===== src/rtl/e2h_pkg.sv =====
// ----------------------------------------------------------------------------
// e2h_pkg
// Shared constants, the arctangent table and the CORDIC gain for the
// equatorial to horizontal conversion core.
// ----------------------------------------------------------------------------
package e2h_pkg;

	// angle and vector formats
	localparam int ANGLE_BITS = 32;
	localparam int STAGES     = 32;
	localparam int FB         = 32;   // vector fraction bits
	localparam int VW         = 40;   // vector component width, signed
	localparam int ZW         = 35;   // internal angle accumulator width, signed

	localparam logic signed [VW-1:0] V_ONE     = VW'(64'sd1 <<< FB);
	localparam logic signed [ZW-1:0] A_HALF    = ZW'(64'sd1 <<< (ANGLE_BITS - 1));
	localparam logic signed [ZW-1:0] A_QUARTER = ZW'(64'sd1 <<< (ANGLE_BITS - 2));

	// register map
	localparam logic REG_LATITUDE = 1'b0;

	// pipeline depth from input transaction to output register
	localparam int DEPTH = 1 + STAGES + 1 + 2 + 2 + 1 + 1 + STAGES + 1 + STAGES + 1;

	// atan(2^-i) in turns, 2^32 per turn
	localparam logic signed [ZW-1:0] ATAN [STAGES] = '{
		35'sd536870912, 35'sd316933406, 35'sd167458907, 35'sd85004756,
		35'sd42667331,  35'sd21354465,  35'sd10679838,  35'sd5340245,
		35'sd2670163,   35'sd1335087,   35'sd667544,    35'sd333772,
		35'sd166886,    35'sd83443,     35'sd41722,     35'sd20861,
		35'sd10430,     35'sd5215,      35'sd2608,      35'sd1304,
		35'sd652,       35'sd326,       35'sd163,       35'sd81,
		35'sd41,        35'sd20,        35'sd10,        35'sd5,
		35'sd3,         35'sd1,         35'sd1,         35'sd0
	};

	// cosine of zero as the rotation lanes produce it (carries the gain)
	function automatic logic signed [VW-1:0] cordic_gain();
		logic signed [VW-1:0] x;
		logic signed [VW-1:0] y;
		logic signed [VW-1:0] nx;
		logic signed [ZW-1:0] z;
		x = V_ONE;
		y = '0;
		z = '0;
		for (int i = 0; i < STAGES; i++) begin
			if (!z[ZW-1]) begin
				nx = x - (y >>> i);
				y  = y + (x >>> i);
				z  = z - ATAN[i];
			end else begin
				nx = x + (y >>> i);
				y  = y - (x >>> i);
				z  = z + ATAN[i];
			end
			x = nx;
		end
		return x;
	endfunction

	localparam logic signed [VW-1:0] KC = cordic_gain();

endpackage


===== src/rtl/e2h_fmul.sv =====
// ----------------------------------------------------------------------------
// e2h_fmul
// Two-stage fixed-point multiplier: product shifted right by the fraction
// bits, rounded half away from zero.
// ----------------------------------------------------------------------------
module e2h_fmul (
	input  logic                          clk,
	input  logic                          en,
	input  logic signed [e2h_pkg::VW-1:0] a,
	input  logic signed [e2h_pkg::VW-1:0] b,
	output logic signed [e2h_pkg::VW-1:0] p
);
	import e2h_pkg::*;

	logic [VW-1:0]      ua;
	logic [VW-1:0]      ub;
	logic [VW+FB-1:0]   pp_lo_s1;
	logic [2*VW-FB-1:0] pp_hi_s1;
	logic               neg_s1;
	logic [2*VW-1:0]    sum;
	logic [VW-1:0]      rnd;

	// magnitudes
	assign ua = a[VW-1] ? VW'(-a) : VW'(a);
	assign ub = b[VW-1] ? VW'(-b) : VW'(b);

	// stage 1: two partial products
	always_ff @(posedge clk) begin
		if (en) begin
			pp_lo_s1 <= ua * ub[FB-1:0];
			pp_hi_s1 <= ua * ub[VW-1:FB];
			neg_s1   <= a[VW-1] ^ b[VW-1];
		end
	end

	// stage 2: combine, round, restore sign
	assign sum = (2*VW)'(pp_lo_s1) + ((2*VW)'(pp_hi_s1) << FB);
	assign rnd = sum[VW+FB-1:FB] + VW'(sum[FB-1]);

	always_ff @(posedge clk) begin
		if (en) begin
			p <= neg_s1 ? -$signed(rnd) : $signed(rnd);
		end
	end

endmodule


===== config.mk =====
export PLATFORM = sky130hd
export DESIGN_NAME = e2h_fmul
export DESIGN_NICKNAME = d
export VERILOG_FILES = /design/src/rtl/e2h_pkg.sv /design/src/rtl/e2h_fmul.sv
export SDC_FILE = /design/constraint.sdc
export NUM_CORES = 2
export LEC_CHECK = 0
export ABC_CLOCK_PERIOD_IN_PS = 35100
export BUFFER_PORTS_ARGS = -buffer_cell sky130_fd_sc_hd__buf_2
export CORE_MARGIN = 1.5
export CORE_UTILIZATION = 65
export DETAILED_ROUTE_END_ITERATION = 10
export HOLD_SLACK_MARGIN = 0.12
export PLACE_DENSITY = 0.78
export SETUP_SLACK_MARGIN = 0.3
export SLEW_MARGIN = 20
export SYNTH_ARGS = -nofsm -noshare
export SYNTH_HDL_FRONTEND = slang
export SYNTH_SLANG_ARGS = --single-unit

===== constraint.sdc =====
create_clock -name clk -period 35.1 [get_ports clk]
set_input_delay 3.51 -clock clk [delete_from_list [all_inputs] [get_ports clk]]
set_output_delay 3.51 -clock clk [all_outputs]
set_load 0.02 [all_outputs]

---- Word level (Yosys, flattened, before mapping) ----
Index checks and enable logic that the tools add are counted.
word-level totals
  bits in registers ....................... 153
  logic and storage cells ................. 15
operators by class
  multiply operators ...................... 2
  bitwise gates (word level) .............. 1
  $add $sub $neg .......................... 5
  mux-type cells .......................... 3
operator list
  operator          number
  $mux W40          3
  $neg A40 Y40      3
  $add A72 B72 Y72  1
  $mul A40 B32 Y72  1
  $add A40 B1 Y40   1
  $mul A40 B8 Y40   1
  $xor A1 B1 Y1     1

---- Longest topological paths before layout ----
  depth after elaboration ................. 4
  mapped depth ............................ 39
  gate-level depth less buffers ........... 37

---- Worst setup path before layout ----
OpenSTA, ideal clock, no wires.
  kind .................................... in2reg
  start ................................... input a[15] (netlist bit)
  end ..................................... register pp_lo_s1[68], data pin
  arrival time ............................ 13174 ps
  stages .................................. 32
  setup slack ............................. 21668 ps
  cells stage by stage .................... or4_1 -> or4_1 -> nor3_1 -> nand4_1 -> or4_1 -> nor4b_1 -> clkbuf_1 -> nand2_1 -> fa_1 -> inv_1 -> fa_1 -> fa_1 -> fa_1 -> fa_1 -> inv_1 -> fa_1 -> fa_1 -> inv_1 -> ha_1 -> ha_1 -> a21o_1 -> a21o_1 -> a21o_1 -> a21o_1 -> a21o_1 -> a21o_1 -> a2111oi_0 -> a211oi_1 -> nor3_1 -> o221ai_1 -> a21oi_1 -> xnor2_1
between the ends
  longest elaborated chain between the ends .. 3
ends and longest elaborated chain
  item                  RTL line        text
  from (decl)           e2h_fmul.sv:9   input logic signed [e2h_pkg::VW-1:0] a,
  $neg A40 Y40          e2h_fmul.sv:24  assign ua = a[VW-1] ? VW'(-a) : VW'(a);
  $mux W40 (*)          e2h_fmul.sv:24
  $mul A40 B32 Y72 (*)  e2h_fmul.sv:30  pp_lo_s1 <= ua * ub[FB-1:0];
  to (signal assigned)  e2h_fmul.sv:30
  to (decl)             e2h_fmul.sv:17  logic [VW+FB-1:0] pp_lo_s1;
Every way passes the cells marked *; elsewhere a longest branch is shown, timed or not.
A chain may end at the register's enable or synchronous reset.

---- Worst setup path in the final report ----
  start ................................... input b[0] (netlist bit)
  end ..................................... register pp_lo_s1[68], data pin
between the ends
  longest elaborated chain between the ends .. 3
ends and longest elaborated chain
  item                  RTL line        text
  from (decl)           e2h_fmul.sv:10  input logic signed [e2h_pkg::VW-1:0] b,
  $neg A40 Y40          e2h_fmul.sv:25  assign ub = b[VW-1] ? VW'(-b) : VW'(b);
  $mux W40 (*)          e2h_fmul.sv:25
  $mul A40 B32 Y72 (*)  e2h_fmul.sv:30
Marks and branches as above.

==> metrics <==
status finished with violations; failing checks design-rule violations; Starting Density 0.6567; DP HPWL 142600 µm; final-report hold violation count 0; number of port buffers ~120; total number of vias 46961; worst-margin pin slew approximately 1200 ps; routability-driven placement congestion ratio about 1.1; largest net degree at the start of global routing 67; fmax 66.58 MHz; Global Route Usage Sum 0.4192; Die X 299.3 µm; Post-Synthesis Cell Area 57060 µm²; number of detailed-route iterations in the first pass 11; Total Die Area 89570 µm²; WL per Instance ~24 µm; Vias/cell approximately 6.1; nature of the critical path startpoint input port; share of the synthesized area in the top cell type 0.4701; die height 299.3 µm; Post-route DRC 4; Max Slew Vio Count 0; TritonCTS Buffers 17; Sum Neg Setup Slack 0 ps; Multi-input gate area roughly 47000 µm²; sequential fraction of the synthesis area 0.06420; CP max stage delay between 900 and 1000 ps; EDFF count, synth ~120; Syn. warnings 0; CTS tree built; layout cells sized above 1 0.06757; post_cts resized 0; Slowest-stage cell, CP nor4_2; crit path capture type flop; vias in the first global route ~50000; number of distinct library cells after synthesis between 100 and 150; Post-Synthesis Cells around 6500; Synthesized Nets 8321; Max transition margin 0.1898; Place WS around 20000 ps; H-tree depth 4; synth top area cells fa_1 (47%), inv_1 (9.5%), nand2_1 (8.0%); CTS Buffer Depth 2; CTS root buf clkbuf_16; clk slew on worst S/H paths 80 ps; initial antenna violation count 31; Main synth FF type edfxtp_1; Skew-Pair Late Insertion Delay roughly 450 ps; RSZ-0062 raised after global routing no; Yosys reg bits 122; final global-route overflow total 0; Setup Viol. Count Final 0; Post-CTS Setup Inserts 0; WS Path Type in2reg; most frequent cells in the layout inv_1 (1444), fa_1 (1340), nand2_1 (1214); leading cell type in the layout, fill and taps excluded inv_1; Post-Route WL between 150000 and 200000 µm; I/O Pins 122; WL met3 28570 µm; nets roughly 8300; Worst Slack Setup Final ~20000 ps; first-pass GRT wire length between 200000 and 300000 µm; CTS Hold Bufs 0; Routed Antenna Nets 0; Crit path required time about 35000 ps; cell taking the most area after synthesis fa_1; Core Box Area between 80000 and 90000 µm²; Reg area roughly 3700 µm²; Post-Route Skew 22.14 ps; Hold Crit Class reg2reg; P&R area growth vs syn 5.741%; final critical-path share of the clock period 0.4279; DR WL met2 roughly 78000 µm; clock sinks 122; Syn Area/Cell about 8.7 µm²; M1 WL 62000 µm; fillers 6650; fin crit period between 15000 and 20000 ps; Async SR Flop Fraction 0; max-cap violations 0; CP Max Fanout 30; drt first-iter violations 4946; top routing layer used met5; FP Rows 108; CP arrival ~15000 ps
[layer usage]
| metal | vias up | track usage |
|---|---|---|
| li1 | 19506 | - |
| met1 | 23146 | 0.5182 |
| met2 | 3377 | 0.6231 |
| met3 | 914 | 0.1615 |
| met4 | 18 | 0.2589 |
| met5 | - | 0 |
[state kept, by name, summed over array words and instances, names as in the netlist]
register / count
neg_s1: 1
pp_lo_s1: 41
p: 40
pp_hi_s1: 40
[stage by stage]
stage	std cells	utilization	instance area (µm²)	hold slack, ps
2_1_floorplan	6539	-	57060	548.4
3_3_place_gp	7648	0.6863	59630	600.0
3_5_place_dp	7648	0.6863	59630	599.7
4_1_cts	7680	0.6932	60230	617.4
5_1_grt	7691	0.6942	60320	644.1
6_report	7699	0.6944	60340	608.4
[path summary, 6_finish.rpt]
path	startpoint	endpoint	slack (ps)	cells past startpoint
worst min register to register	pp_lo_s1[31]	p[0]	610	1
worst max register to register	pp_lo_s1[32]	p[38]	29070	14
worst min-delay path	pp_lo_s1[31]	p[0]	610	1
worst max-delay path	b[0]	pp_lo_s1[68]	20080	36
[cell families (layout without fill, tap and decap cells)]
kind of cell             count (synthesis)  after routing  share of synthesized area
multiplexers                             7              7                   0.001272
AO/OA/AOI/OAI                          501            501                    0.06078
AND/OR/NAND/NOR                       2131           2131                     0.1574
buffers and inverters                 1751           1739                     0.1167
flip-flops                             122            122                    0.06420
adder cells (fa/ha/maj)               1700           1700                     0.5491
other                                    0             17                          0
XOR/XNOR                               327            327                    0.05052
[layout make-up]
class	count	share of cell area
clock inverters	14	0.002841
flip-flops and latches	122	0.06072
inverters	1444	0.08983
multi-input cells	4666	0.7866
diodes	17	0.0007051
well taps	1155	0.02395
clock buffers	18	0.007113
repair buffers	263	0.02820
[critical path, delay by kind of cell]
kind,cells,cell delay (ps)
xor gates and xnor gates,2,620
buffers and inverters,9,1660
AOI/OAI and AO/OA,11,3070
and+or+nand+nor,4,1860
adders and majority gates,10,4450
[cells in the mapped netlist, drive strengths merged (19+ instances only)]
| cell type | number |
|---|---|
| inv | 1444 |
| fa | 1340 |
| nand2 | 1214 |
| nor2 | 547 |
| ha | 360 |
| clkbuf | 279 |
| xnor2 | 209 |
| edfxtp | 122 |
| xor2 | 118 |
| a21oi | 112 |
| o21ai | 95 |
| a21o | 65 |
| and2 | 61 |
| nor3 | 53 |
| nand3 | 50 |
| nand4 | 38 |
| o31ai | 30 |
| buf | 26 |
| a211oi | 25 |
| and3 | 24 |
| nor2b | 23 |
| nand2b | 19 |
| nor4 | 19 |
| o21a | 19 |
Power is not shown: default switching activity piles up to over one toggle a cycle in this logic, so the estimate is an artifact.
